[config.mk]
export PLATFORM = sky130hd
export DESIGN_NAME = calendar_minute_clock
export DESIGN_NICKNAME = d
export VERILOG_FILES = /design/src/rtl/cmc_pkg.sv /design/src/rtl/calendar_minute_clock.sv /design/src/rtl/cmc_leap.sv /design/src/rtl/cmc_step.sv
export VERILOG_INCLUDE_DIRS = /design/src /design/src/rtl
export SDC_FILE = /design/constraint.sdc
export NUM_CORES = 1
export LEC_CHECK = 0
export BUFFER_PORTS_ARGS = -buffer_cell sky130_fd_sc_hd__buf_2
export CORE_ASPECT_RATIO = 0.5
export CORE_MARGIN = 3
export CORE_UTILIZATION = 63
export DETAILED_ROUTE_END_ITERATION = 7
export GPL_TIMING_DRIVEN = 0
export HOLD_SLACK_MARGIN = 0.08
export PLACE_DENSITY = 0.83
export SLEW_MARGIN = 20
export SYNTH_ARGS = -nofsm -noshare
export SYNTH_HDL_FRONTEND = slang
export SYNTH_SLANG_ARGS = --single-unit
[constraint.sdc]
create_clock -name clock -period 8.31 [get_ports clock]
set_input_delay 1.662 -clock clock [delete_from_list [all_inputs] [get_ports clock]]
set_output_delay 1.662 -clock clock [all_outputs]
set_load 0.02 [all_outputs]
[src/rtl/calendar_minute_clock_assert.svh]
// Assertion macros used by the calendar clock top level.
`ifndef CALENDAR_MINUTE_CLOCK_ASSERT_SVH
`define CALENDAR_MINUTE_CLOCK_ASSERT_SVH

// Same-cycle implication, disabled while reset is high.
`define CMC_ASSERT_NOW(lbl, clk, rst, ante, cons) \
   lbl: assert property (@(posedge clk) disable iff (rst) (ante) |-> (cons)) \
      else $error("calendar clock assertion failed");

// Next-cycle implication, disabled while reset is high.
`define CMC_ASSERT_NEXT(lbl, clk, rst, ante, cons) \
   lbl: assert property (@(posedge clk) disable iff (rst) (ante) |=> (cons)) \
      else $error("calendar clock assertion failed");

// Next-cycle implication that is also checked across reset.
`define CMC_ASSERT_RESET(lbl, clk, ante, cons) \
   lbl: assert property (@(posedge clk) (ante) |=> (cons)) \
      else $error("calendar clock assertion failed");

`endif

[src/rtl/cmc_pkg.sv]
// Types, constants and month-length lookup for the calendar minute clock.
package cmc_pkg;

   // Command codes
   localparam logic CMD_TICK = 1'b0;
   localparam logic CMD_LOAD = 1'b1;

   // Field limits and reset values
   localparam logic [13:0] YEAR_MAX    = 14'd9999;
   localparam logic [13:0] YEAR_RESET  = 14'd2019;
   localparam logic [3:0]  MONTH_FIRST = 4'd1;
   localparam logic [3:0]  MONTH_FEB   = 4'd2;
   localparam logic [3:0]  MONTH_MAX   = 4'd12;
   localparam logic [4:0]  DAY_FIRST   = 5'd1;
   localparam logic [4:0]  HOUR_FIRST  = 5'd1;
   localparam logic [4:0]  HOUR_MAX    = 5'd24;
   localparam logic [5:0]  MINUTE_FIRST = 6'd1;
   localparam logic [5:0]  MINUTE_MAX  = 6'd60;

   // Divide-by-100 reciprocal: q = (y * 5243) >> 19, exact for 14-bit y.
   // The low 19 product bits stay below the multiplier only when 100 | y.
   localparam logic [12:0] DIV100_MUL   = 13'd5243;
   localparam int          DIV100_SHIFT = 19;

   typedef struct packed {
      logic        command;
      logic [13:0] load_year;
      logic [3:0]  load_month;
      logic [4:0]  load_day;
      logic [4:0]  load_hour;
      logic [5:0]  load_minute;
   } req_type;

   typedef struct packed {
      logic [13:0] year_now;
      logic [3:0]  month_now;
      logic [4:0]  day_now;
      logic [4:0]  hour_now;
      logic [5:0]  minute_now;
      logic        load_rejected;
   } rsp_type;

   // Calendar state
   typedef struct packed {
      logic [13:0] year;
      logic [3:0]  month;
      logic [4:0]  day;
      logic [4:0]  hour;
      logic [5:0]  minute;
   } cal_type;

   // Days in a month; codes outside 1..12 give 31
   function automatic logic [4:0] month_len(input logic leap, input logic [3:0] month);
      logic [4:0] len;
      case (month) inside
         MONTH_FEB:                   len = leap ? 5'd29 : 5'd28;
         4'd4, 4'd6, 4'd9, 4'd11:     len = 5'd30;
         default:                     len = 5'd31;
      endcase
      return len;
   endfunction

endpackage

[src/rtl/calendar_minute_clock.sv]
// Calendar minute clock top level: input register, step logic, state/result register.
// Flow: an accepted word is held in the input register, then its result in the
//   state/result register until the receiver takes it.
// Throughput: one word per cycle while results are taken; the input register takes a
//   new word while a result waits only if empty, and the step logic (one 14x13 multiply
//   per leap test) sets the cycle. Reset: synchronous, active high; clock state becomes
//   2019-01-01 01:01, both stages empty.
`include "calendar_minute_clock_assert.svh"

module calendar_minute_clock (
   input  logic             clock,
   input  logic             reset,
   input  logic             req_valid,
   output logic             req_ready,
   input  cmc_pkg::req_type req_word,
   output logic             rsp_valid,
   input  logic             rsp_ready,
   output cmc_pkg::rsp_type rsp_word
);

   cmc_pkg::req_type req_ff, req_in;
   logic             req_vld_ff, req_vld_in;
   cmc_pkg::cal_type cal_ff, cal_in;
   logic             rej_ff, rej_in;
   logic             rsp_vld_ff, rsp_vld_in;

   cmc_pkg::cal_type step_cal;
   logic             step_rej;
   logic             adv;
   logic             fire;
   logic             take;
   logic             time_ok;

   // Handshake: the held word moves on when the result slot is free
   assign adv       = !rsp_vld_ff || rsp_ready;
   assign fire      = req_vld_ff && adv;
   assign req_ready = !req_vld_ff || adv;
   assign take      = req_valid && req_ready;

   cmc_step u_step (
      .cur      (cal_ff),
      .req      (req_ff),
      .nxt      (step_cal),
      .rejected (step_rej)
   );

   // Next-value logic
   always_comb begin
      req_in     = take ? req_word : req_ff;
      req_vld_in = take || (req_vld_ff && !adv);
      cal_in     = fire ? step_cal : cal_ff;
      rej_in     = fire ? step_rej : rej_ff;
      rsp_vld_in = fire || (rsp_vld_ff && !rsp_ready);
   end

   // Input word register
   always_ff @(posedge clock) begin
      req_ff <= req_in;
   end

   // Control and calendar state
   always_ff @(posedge clock) begin
      if (reset) begin
         req_vld_ff    <= 1'b0;
         rsp_vld_ff    <= 1'b0;
         rej_ff        <= 1'b0;
         cal_ff.year   <= cmc_pkg::YEAR_RESET;
         cal_ff.month  <= cmc_pkg::MONTH_FIRST;
         cal_ff.day    <= cmc_pkg::DAY_FIRST;
         cal_ff.hour   <= cmc_pkg::HOUR_FIRST;
         cal_ff.minute <= cmc_pkg::MINUTE_FIRST;
      end else begin
         req_vld_ff <= req_vld_in;
         rsp_vld_ff <= rsp_vld_in;
         rej_ff     <= rej_in;
         cal_ff     <= cal_in;
      end
   end

   // The calendar state doubles as the result register
   assign rsp_valid              = rsp_vld_ff;
   assign rsp_word.year_now      = cal_ff.year;
   assign rsp_word.month_now     = cal_ff.month;
   assign rsp_word.day_now       = cal_ff.day;
   assign rsp_word.hour_now      = cal_ff.hour;
   assign rsp_word.minute_now    = cal_ff.minute;
   assign rsp_word.load_rejected = rej_ff;

   // Hour and minute stay one-based
   assign time_ok = (cal_ff.minute >= cmc_pkg::MINUTE_FIRST)
                 && (cal_ff.minute <= cmc_pkg::MINUTE_MAX)
                 && (cal_ff.hour >= cmc_pkg::HOUR_FIRST)
                 && (cal_ff.hour <= cmc_pkg::HOUR_MAX);

   // Checks
   `CMC_ASSERT_RESET(a_reset_empty, clock, reset, !rsp_vld_ff && !req_vld_ff)
   `CMC_ASSERT_NOW(a_time_range, clock, reset, 1'b1, time_ok)
   `CMC_ASSERT_NEXT(a_state_held, clock, reset, rsp_vld_ff && !rsp_ready, $stable(cal_ff) && $stable(rej_ff))
   `CMC_ASSERT_NEXT(a_tick_accepted, clock, reset, fire && (req_ff.command == cmc_pkg::CMD_TICK), !rej_ff && rsp_vld_ff)

endmodule

[src/rtl/cmc_leap.sv]
// Gregorian leap-year test on a 14-bit year via reciprocal multiply.
module cmc_leap (
   input  logic [13:0] year,
   output logic        leap
);

   localparam int ProdW = 14 + 13;

   logic [ProdW-1:0]               prod;
   logic [cmc_pkg::DIV100_SHIFT-1:0] frac;
   logic [1:0]                     quot_lo;
   logic                           div100;

   // year * 5243: upper bits are year / 100, lower bits flag exact division
   assign prod    = ProdW'(year) * ProdW'(cmc_pkg::DIV100_MUL);
   assign frac    = prod[cmc_pkg::DIV100_SHIFT-1:0];
   assign quot_lo = prod[cmc_pkg::DIV100_SHIFT+1:cmc_pkg::DIV100_SHIFT];
   assign div100  = frac < cmc_pkg::DIV100_SHIFT'(cmc_pkg::DIV100_MUL);

   // Century years need 400 | year, i.e. 4 | (year / 100)
   assign leap = div100 ? (quot_lo == 2'd0) : (year[1:0] == 2'd0);

endmodule

[src/rtl/cmc_step.sv]
// Next calendar state for one tick or load word.
module cmc_step (
   input  cmc_pkg::cal_type cur,
   input  cmc_pkg::req_type req,
   output cmc_pkg::cal_type nxt,
   output logic             rejected
);

   logic        leap_cur;
   logic        leap_ld;
   logic [13:0] ld_year;
   logic        min_c, hour_c, day_c, mon_c;
   logic        ld_ok;
   cmc_pkg::cal_type tick_val;
   cmc_pkg::cal_type load_val;

   cmc_leap u_leap_cur (.year(cur.year), .leap(leap_cur));
   cmc_leap u_leap_ld  (.year(ld_year),  .leap(leap_ld));

   // Tick: minute carry ripples through hour, day, month and year
   assign min_c  = cur.minute >= cmc_pkg::MINUTE_MAX;
   assign hour_c = min_c && (cur.hour >= cmc_pkg::HOUR_MAX);
   assign day_c  = hour_c && (cur.day >= cmc_pkg::month_len(leap_cur, cur.month));
   assign mon_c  = day_c && (cur.month >= cmc_pkg::MONTH_MAX);

   always_comb begin
      tick_val.minute = min_c ? cmc_pkg::MINUTE_FIRST : 6'(cur.minute + 6'd1);
      tick_val.hour   = !min_c ? cur.hour :
                        (hour_c ? cmc_pkg::HOUR_FIRST : 5'(cur.hour + 5'd1));
      tick_val.day    = !hour_c ? cur.day :
                        (day_c ? cmc_pkg::DAY_FIRST : 5'(cur.day + 5'd1));
      tick_val.month  = !day_c ? cur.month :
                        (mon_c ? cmc_pkg::MONTH_FIRST : 4'(cur.month + 4'd1));
      if (!mon_c) begin
         tick_val.year = cur.year;
      end else if (cur.year >= cmc_pkg::YEAR_MAX) begin
         tick_val.year = 14'd0;
      end else begin
         tick_val.year = 14'(cur.year + 14'd1);
      end
   end

   // Load: clamp the year, then range-check the other four fields
   assign ld_year = (req.load_year > cmc_pkg::YEAR_MAX) ? cmc_pkg::YEAR_MAX
                                                        : req.load_year;
   assign ld_ok = (req.load_month >= cmc_pkg::MONTH_FIRST)
               && (req.load_month <= cmc_pkg::MONTH_MAX)
               && (req.load_day >= cmc_pkg::DAY_FIRST)
               && (req.load_day <= cmc_pkg::month_len(leap_ld, req.load_month))
               && (req.load_hour >= cmc_pkg::HOUR_FIRST)
               && (req.load_hour <= cmc_pkg::HOUR_MAX)
               && (req.load_minute >= cmc_pkg::MINUTE_FIRST)
               && (req.load_minute <= cmc_pkg::MINUTE_MAX);

   always_comb begin
      load_val.year = ld_year;
      if (ld_ok) begin
         load_val.month  = req.load_month;
         load_val.day    = req.load_day;
         load_val.hour   = req.load_hour;
         load_val.minute = req.load_minute;
      end else begin
         load_val.month  = cmc_pkg::MONTH_FIRST;
         load_val.day    = cmc_pkg::DAY_FIRST;
         load_val.hour   = cmc_pkg::HOUR_FIRST;
         load_val.minute = cmc_pkg::MINUTE_FIRST;
      end
   end

   // Command select
   assign nxt      = (req.command == cmc_pkg::CMD_LOAD) ? load_val : tick_val;
   assign rejected = (req.command == cmc_pkg::CMD_LOAD) && !ld_ok;

endmodule

==> results of run 1 <==
## repair_timing
action                                 4_1_cts  5_1_grt
endpoints found under the hold margin        0        0
resized for setup                            3       27
hold buffers                                 0        0
setup buffers                                0        8
pin swaps                                    0        1
setup endpoints to repair                   21       27
## cell families (layout without fill, tap and decap cells)
| kind of cell | after synthesis | in the layout | share of synthesized area [%] |
|---|---|---|---|
| AOI/OAI and AO/OA | 218 | 218 | 14.7 |
| and+or+nand+nor | 261 | 261 | 11.7 |
| xor gates and xnor gates | 50 | 50 | 4.11 |
| adders and majority gates | 292 | 292 | 42.3 |
| DFF | 72 | 72 | 16.8 |
| buffers and inverters | 269 | 362 | 9.60 |
| muxes | 8 | 8 | 0.775 |
## power by group through the flow
stage                     clock (mW)  combinational, mW  sequential [mW]
after floorplan                    0               2.56            0.428
after global placement             0               3.10            0.427
after detailed placement           0               3.23            0.428
after CTS                      0.379               3.26            0.420
after global routing           0.395               3.79            0.426
final                          0.380               3.35            0.424
## Yosys cell counts (4+ instances only)
library cell / instances
nand2b_1: 17
a21o_1: 16
xor2_1: 11
edfxtp_1: 35
a32o_1: 7
o21ai_0: 33
nand3_1: 15
a311oi_1: 4
xnor2_1: 39
a211o_1: 6
buf_2: 4
and2_1: 13
o31ai_1: 9
and3_1: 10
nand2_1: 60
nor4_1: 5
ha_1: 178
mux2i_1: 6
fa_1: 114
nor3_1: 18
nor2_1: 91
clkbuf_1: 22
a221oi_1: 11
dfxtp_1: 37
or2_2: 7
a31oi_1: 5
inv_1: 238
a22oi_1: 14
a211oi_1: 13
a21oi_1: 43
o2111ai_1: 6
nor2b_1: 9
o21a_1: 4
o211ai_1: 7
o21bai_1: 6
## flip-flops by register name, indices dropped and copies added (netlist names)
| signal | flops |
|---|---|
| req_ff | 35 |
| rej_ff | 1 |
| rsp_word | 34 |
| rsp_valid | 1 |
| req_vld_ff | 1 |
## worst paths after layout
check,from,to,slack (ps),depth (start not counted)
min,rej_ff,rej_ff,500,2
min reg2reg,rej_ff,rej_ff,500,2
max reg2reg,req_ff[32],rsp_word[13],370,28
max,req_ff[32],rsp_word[13],370,28
## worst min-delay path, cell delays in order (launching register included)
cell and delay [ps]:
dfxtp_1 330, a21oi_1 60, nor2_1 70
## cell type report
cell class	count	area, um2	share of cell area [%]
multi-input cells	829	7900	67.4
flip-flops and latches	72	1800	15.4
inverters	238	893	7.62
repair buffers	83	450	3.84
well taps	221	277	2.36
clock buffers	9	225	1.92
plain buffers	25	113	0.961
clock inverters	7	62.6	0.534
## metal layers
layer  global-route usage [%]  vias up  part of all wire (%)
met3                     3.52       58                   6.3
met4                     6.70        0                   2.1
li1                         -     4093                     -
met2                     50.8      375                    49
met5                        0        -                     0
met1                     38.2     4371                    42
## per-stage QoR
stage	hold slack (ps)	utilization, %
after floorplan	456	-
after global placement	469	70.7
after detailed placement	486	70.9
after CTS	499	72.7
after global routing	549	73.4
final	504	73.4
==> parameters.txt, run 1 <==
Parameter                              Value

Outcome
  Outcome    completed

Floorplanning
  Die Area    18600 um2
  Area of the core region    16000 um2
  Initial cell density of the core    66.7%
  Horizontal die dimension    190 um
  Site Rows    32
  Die Span Y    98.0 um
  Number of top-level design ports    76

Power and ir drop
  Part of the power in combinational logic    80.6%
  IR Drop Worst-Case VDD    0.446 mV
  Sequential Power Share    10.2%
  Pwr/cell area    354 nW/um2
  Switching Share    51.9%
  Overall power consumption    4.15 mW
  Internal Power    2.00 mW
  Reported leakage power    5.75 nW
  Proportion of power drawn by the clock network    9.2%
  Sw Pwr    2.15 mW

Timing
  Max_slew headroom    53.7%
  Setup WS post-layout    369 ps
  Maximum frequency from static timing analysis    126 MHz
  Final number of setup-violating endpoints    0
  Sum Neg Setup Slack    0 ps
  Fin crit share    95.6%
  Final hold vios    0
  Actual transition at the worst max-transition pin    692 ps
  Final Critical Period    7940 ps
  Post-route clock skew    6.63 ps
  Final max-slew violation count    0

Final layout
  Post-Layout Inst Area    11700 um2
  Ant diodes    0
  Final nets    1589
  Final Instance Count excl. Fillers    1484
  Most common library cell in the layout ignoring fill and taps    inv_1
  Area delta synth->final    10.1%
  Number of fill cells in the layout    1122
  Leading cell types in the layout, fill and taps excluded    inv_1 (238), ha_1 (178), fa_1 (114)
  Layout cell share with drive strength beyond 1    11.6%

Critical path
  Most frequent CP cell    fa_1
  Count of buffering cells on the critical path with inverters included    5
  Worst path top cell family by delay    adder cells
  Crit Path Class    reg -> reg
  Type of destination of the critical path    flop
  Setup crit start kind    flop
  Crit path DAT    8180 ps
  Highest cell delay on the worst timing path    550 ps
  Slowest cell on crit path    fa_1
  Top fanout value on the critical path    10
  Worst path required time    8550 ps

Logic synthesis
  Top cell type's share of synthesized area    21.4%
  Most used DFF post-synth    dfxtp_1
  Number of enable flip-flop cells after synthesis    35
  Yosys synthesis warning count    0
  Main area contributors after synthesis    fa_1 (21%), ha_1 (21%), edfxtp_1 (9.9%), inv_1 (8.4%), dfxtp_1 (7.0%)
  Post-Syn Area per Cell    9.10 um2
  Share of flip-flops with an asynchronous set or reset    0%
  Cell variety after synth    67
  Synthesized flop and latch total    72
  Part of the Yosys area used for sequential elements    16.8%
  Dominant cell type by area after synthesis    fa_1
  Post-synthesis cell area    10700 um2
  Synthesized instance count    1170
  Syn Nets    1501

Placement
  Total cell area at the placement stage    11300 um2
  Number of input and output port buffers inserted    74
  Placed Instances    1466
  Routability congestion estimate from global placement    0.962
  Post-DP HPWL    21400 um
  Pre-CTS worst setup slack    -575 ps

Detailed routing
  Routed via count    8897
  Number of remaining DRC errors    0
  Total Wirelength    26500 um
  Initial DRC count    626
  WL per Instance    17.8 um
  Residual antenna-violating net count after detailed routing    0
  DR vias/cell    6.00
  Router iterations before antenna repair    6

Hold path
  Type of the worst min-delay path    reg -> reg

Global route
  GRT overflow    0
  Maximum number of pins on one net before global-route repair    28
  Global-route wire length before repair    43700 um
  Number of global-route vias before repair    8932
  Aggregate global-route resource usage    28.8%
  Antenna violations before repair    0

Clocking
  CTS Root Buffer Type    clkbuf_16
  Buffer depth of the longest clock path    2
  Skew-Pair Late Insertion Delay    340 ps
  TritonCTS clock tree    yes
  TritonCTS buffer count    9
  Register clock-pin slew on the reported worst setup and hold paths    70 ps
  CTS H-Tree Depth    3
  Number of clock sinks seen by CTS    72

Job
  Maximum Capacitance Violations    0
Power figures use the tool's default switching activity.
==> run 2, diff against run 1 <==
--- a/config.mk
+++ b/config.mk
@@ -6,14 +6,15 @@
 export SDC_FILE = /design/constraint.sdc
 export NUM_CORES = 1
 export LEC_CHECK = 0
+export ABC_AREA = 1
 export BUFFER_PORTS_ARGS = -buffer_cell sky130_fd_sc_hd__buf_2
 export CORE_ASPECT_RATIO = 0.5
 export CORE_MARGIN = 3
-export CORE_UTILIZATION = 63
+export CORE_UTILIZATION = 64
 export DETAILED_ROUTE_END_ITERATION = 7
 export GPL_TIMING_DRIVEN = 0
 export HOLD_SLACK_MARGIN = 0.08
-export PLACE_DENSITY = 0.83
+export PLACE_DENSITY = 0.84
 export SLEW_MARGIN = 20
 export SYNTH_ARGS = -nofsm -noshare
 export SYNTH_HDL_FRONTEND = slang
==> parameters.txt, run 2 <==
Parameter                              Value

Outcome
  Outcome    completed

Clocking
  TritonCTS buffer count    9 (unchanged)
  TritonCTS clock tree    yes
  Post-CTS Setup Bufs    0 (unchanged)
  Buffer depth of the longest clock path    2 (unchanged)
  Skew-Pair Late Insertion Delay    340 ps (about the same)
  Resized cells post-CTS    0 (-3)
  Hold-fix buffer count after cts    0 (unchanged)
  Number of clock sinks seen by CTS    72 (unchanged)
  CTS Root Buffer Type    clkbuf_16
  Register clock-pin slew on the reported worst setup and hold paths    60 ps (about the same)
  CTS H-Tree Depth    3 (unchanged)

Timing
  Post-route clock skew    10.3 ps (+3.71 ps)
  Final Critical Period    7630 ps (-315 ps)
  Max_slew headroom    46.9% (-6.8 points)
  Fin crit share    91.8% (-3.8 points)
  Sum Neg Setup Slack    0 ps (unchanged)
  Hold WS    492 ps (-11.9 ps)
  Final number of setup-violating endpoints    0 (unchanged)
  Actual transition at the worst max-transition pin    796 ps (+104 ps)
  Final max-slew violation count    0 (unchanged)
  Final hold vios    0 (unchanged)
  Maximum frequency from static timing analysis    131 MHz (+4.1%)
  RSZ-0062 raised after global routing    no

Logic synthesis
  Cell variety after synth    50 (-25%)
  Fraction of the mapped netlist area in adder cells    40.5% (-1.8 points)
  Most used DFF post-synth    dfxtp_1
  Syn Nets    1757 (+17%)
  Most used standard cells in the synthesized netlist    inv_1 (363), nand2_1 (298), ha_1 (178)
  Share of cell area taken by muxes after synthesis    0% (-0.78 points)
  Main combinational cell family by area after synthesis    adder cells
  Synthesized flop and latch total    72 (unchanged)
  Synthesized instance count    1426 (+22%)
  Top cell type's share of synthesized area    20.5% (-0.91 points)
  Main area contributors after synthesis    fa_1 (21%), ha_1 (20%), inv_1 (12%), nand2_1 (10%), edfxtp_1 (9.4%)
  Dominant cell type by area after synthesis    fa_1
  Xor and xnor area share after synthesis    2.75% (-1.4 points)
  Synth Area in Compound Gates    8.02% (-6.7 points)
  Number of enable flip-flop cells after synthesis    35 (unchanged)
  Part of the Yosys area used for sequential elements    16.1% (-0.72 points)
  Area share of and/or/nand/nor cells after synthesis    19.1% (+7.5 points)
  Post-Syn Area per Cell    7.80 um2 (-14%)
  Yosys synthesis warning count    0 (unchanged)
  Share of flip-flops with an asynchronous set or reset    0% (unchanged)
  Most frequent cell after synthesis    inv_1
  Post-synthesis cell area    11100 um2 (+4.5%)

Power and ir drop
  Overall power consumption    4.36 mW (+5.0%)
  Reported leakage power    6.65 nW (+16%)
  Pwr/cell area    360 nW/um2 (+1.6%)
  IR Drop Worst-Case VDD    0.441 mV (-1.1%)

Critical path
  Slowest cell on crit path    fa_1
  Worst r2r src    req_ff[24]
  Crit path DAT    7890 ps (-290 ps)
  Reg2Reg Setup Slack    680 ps (+320 ps)
  Crit Path Class    reg -> reg
  Most frequent CP cell    nand2_1
  Type of destination of the critical path    flop
  Top fanout value on the critical path    10 (unchanged)
  Highest cell delay on the worst timing path    530 ps (-20 ps)
  Setup crit start kind    flop
  Worst Reg2Reg Path Length in Cells    43 (+54%)
  Worst path required time    8580 ps (+30 ps)
  R2R Path End    rsp_word[8]

Floorplanning
  Area of the core region    16700 um2 (+4.4%)
  Die Span Y    99.2 um (+1.3%)
  Horizontal die dimension    192 um (+1.4%)
  Number of top-level design ports    76 (unchanged)
  Initial cell density of the core    66.7% (about the same)
  Site Rows    33 (+3.1%)
  Die Area    19100 um2 (+2.7%)

Global route
  Aggregate global-route resource usage    29.0% (+0.17 points)
  Antenna violations before repair    0 (unchanged)
  Global-route wire length before repair    44800 um (+2.7%)
  Maximum number of pins on one net before global-route repair    36 (+29%)
  Number of global-route vias before repair    9505 (+6.4%)
  GRT overflow    0 (unchanged)

Detailed routing
  Number of remaining DRC errors    0 (unchanged)
  Initial DRC count    822 (+31%)
  Total Wirelength    26400 um (-0.12%)
  Routed via count    9408 (+5.7%)
  Router iterations before antenna repair    5 (-1)
  Residual antenna-violating net count after detailed routing    0 (unchanged)
  DR vias/cell    5.39 (-10%)
  WL per Instance    15.1 um (-15%)

Placement
  Number of input and output port buffers inserted    75 (+1.4%)
  Post-DP HPWL    22200 um (+3.8%)
  Routability congestion estimate from global placement    0.942 (-2.1%)

Final layout
  Number of fill cells in the layout    1293 (+15%)
  Area delta synth->final    8.85%
  Most flop-heavy register    req_ff
  Final nets    1843 (+16%)
  Layout cell share with drive strength beyond 1    9.36% (-2.2 points)
  FF/Latch Area    1790 um2 (-0.69%)
  Largest register FFs    35 (unchanged)
  Leading cell types in the layout, fill and taps excluded    inv_1 (362), nand2_1 (298), ha_1 (178)
  Total area of multi-input combinational cells    7840 um2 (-0.78%)
  Most common library cell in the layout ignoring fill and taps    inv_1

Hold path
  Worst Hold Path EP    rsp_valid
  Hold depth    2 (unchanged)
  Hold path startpoint    req_vld_ff
  Type of the worst min-delay path    reg -> reg

Job
  Maximum Capacitance Violations    0 (unchanged)
run 2: cell count changes in the layout (fill, tap and decap cells not counted), moves of 14 or more:
cell / before / now
inv_1: 238 / 362
a21o_1: 16 / 1
nand3_1: 15 / 57
a21oi_1: 40 / 60
nand2b_1: 17 / 0
a22oi_1: 14 / 0
nand2_1: 60 / 298
nor2_1: 91 / 73
xnor2_1: 39 / 14
run 2: power by group:
part	internal (mW)	leakage (nW)	switching [mW]
registers	0.394	0.645	0.0304
logic	1.31	5.85	2.19
clock network	0.265	0.157	0.163
total	1.97	6.65	2.38
run 2: critical path, delay by kind of cell, from the launching register on:
family | cells | cell delay, ps
AO/OA/AOI/OAI | 4 | 490
adder cells (fa/ha/maj) | 7 | 2730
AND/OR/NAND/NOR | 21 | 2930
flip-flops | 1 | 470
buffers and inverters | 11 | 940
run 2: per-stage QoR:
| stage | utilization [%] | instances | area [um2] | setup slack [ps] |
|---|---|---|---|---|
| 6_report | 72.6 | 1746 | 12100 | 684 |
| 3_3_place_gp | 70.7 | 1728 | 11800 | 1040 |
| 4_1_cts | 72.6 | 1744 | 12100 | 813 |
| 2_1_floorplan | - | 1426 | 11100 | 2000 |
| 3_5_place_dp | 70.7 | 1728 | 11800 | 894 |
| 5_1_grt | 72.6 | 1744 | 12100 | 15.1 |
run 2: cells by family (layout without fill, tap and decap cells):
| group | count (synthesis) | count (layout) |
|---|---|---|
| other cells | 0 | 2 |
| fa+ha+maj | 292 | 292 |
| xor+xnor | 35 | 35 |
| compound gates | 153 | 153 |
| buf+inv | 385 | 476 |
| simple gates | 489 | 489 |
| flops | 72 | 72 |
run 2: final cells by class:
type,instances,area share (%)
multi-input combinational,969,64.7
sequential,72,14.8
inverter,372,11.6
timing repair buffer,75,3.10
tap,227,2.35
clock buffer,10,1.89
buffer,13,0.775
clock inverter,6,0.754
antenna,2,0.0413
run 2: layer usage:
| layer | vias to the layer above | wire (um) | share of wire (%) | track usage [%] |
|---|---|---|---|---|
| li1 | 4576 | - | - | - |
| met1 | 4448 | 11500 | 43 | 38.8 |
| met2 | 347 | 12900 | 49 | 50.5 |
| met3 | 37 | 1590 | 6.0 | 4.08 |
| met4 | 0 | 447 | 1.7 | 6.15 |
| met5 | - | 0 | 0 | 0 |
run 2: worst max-delay path by stage:
stage                     startpoint            to  cells after the start
final                     req_ff[24]   rsp_word[8]                     43
after global routing      req_ff[24]  rsp_word[10]                     43
after CTS                 req_ff[24]   rsp_word[5]                     43
after detailed placement  req_ff[24]  rsp_word[13]                     44
after global placement    req_ff[24]   rsp_word[5]                     43
after floorplan           req_ff[27]  rsp_word[13]                     38
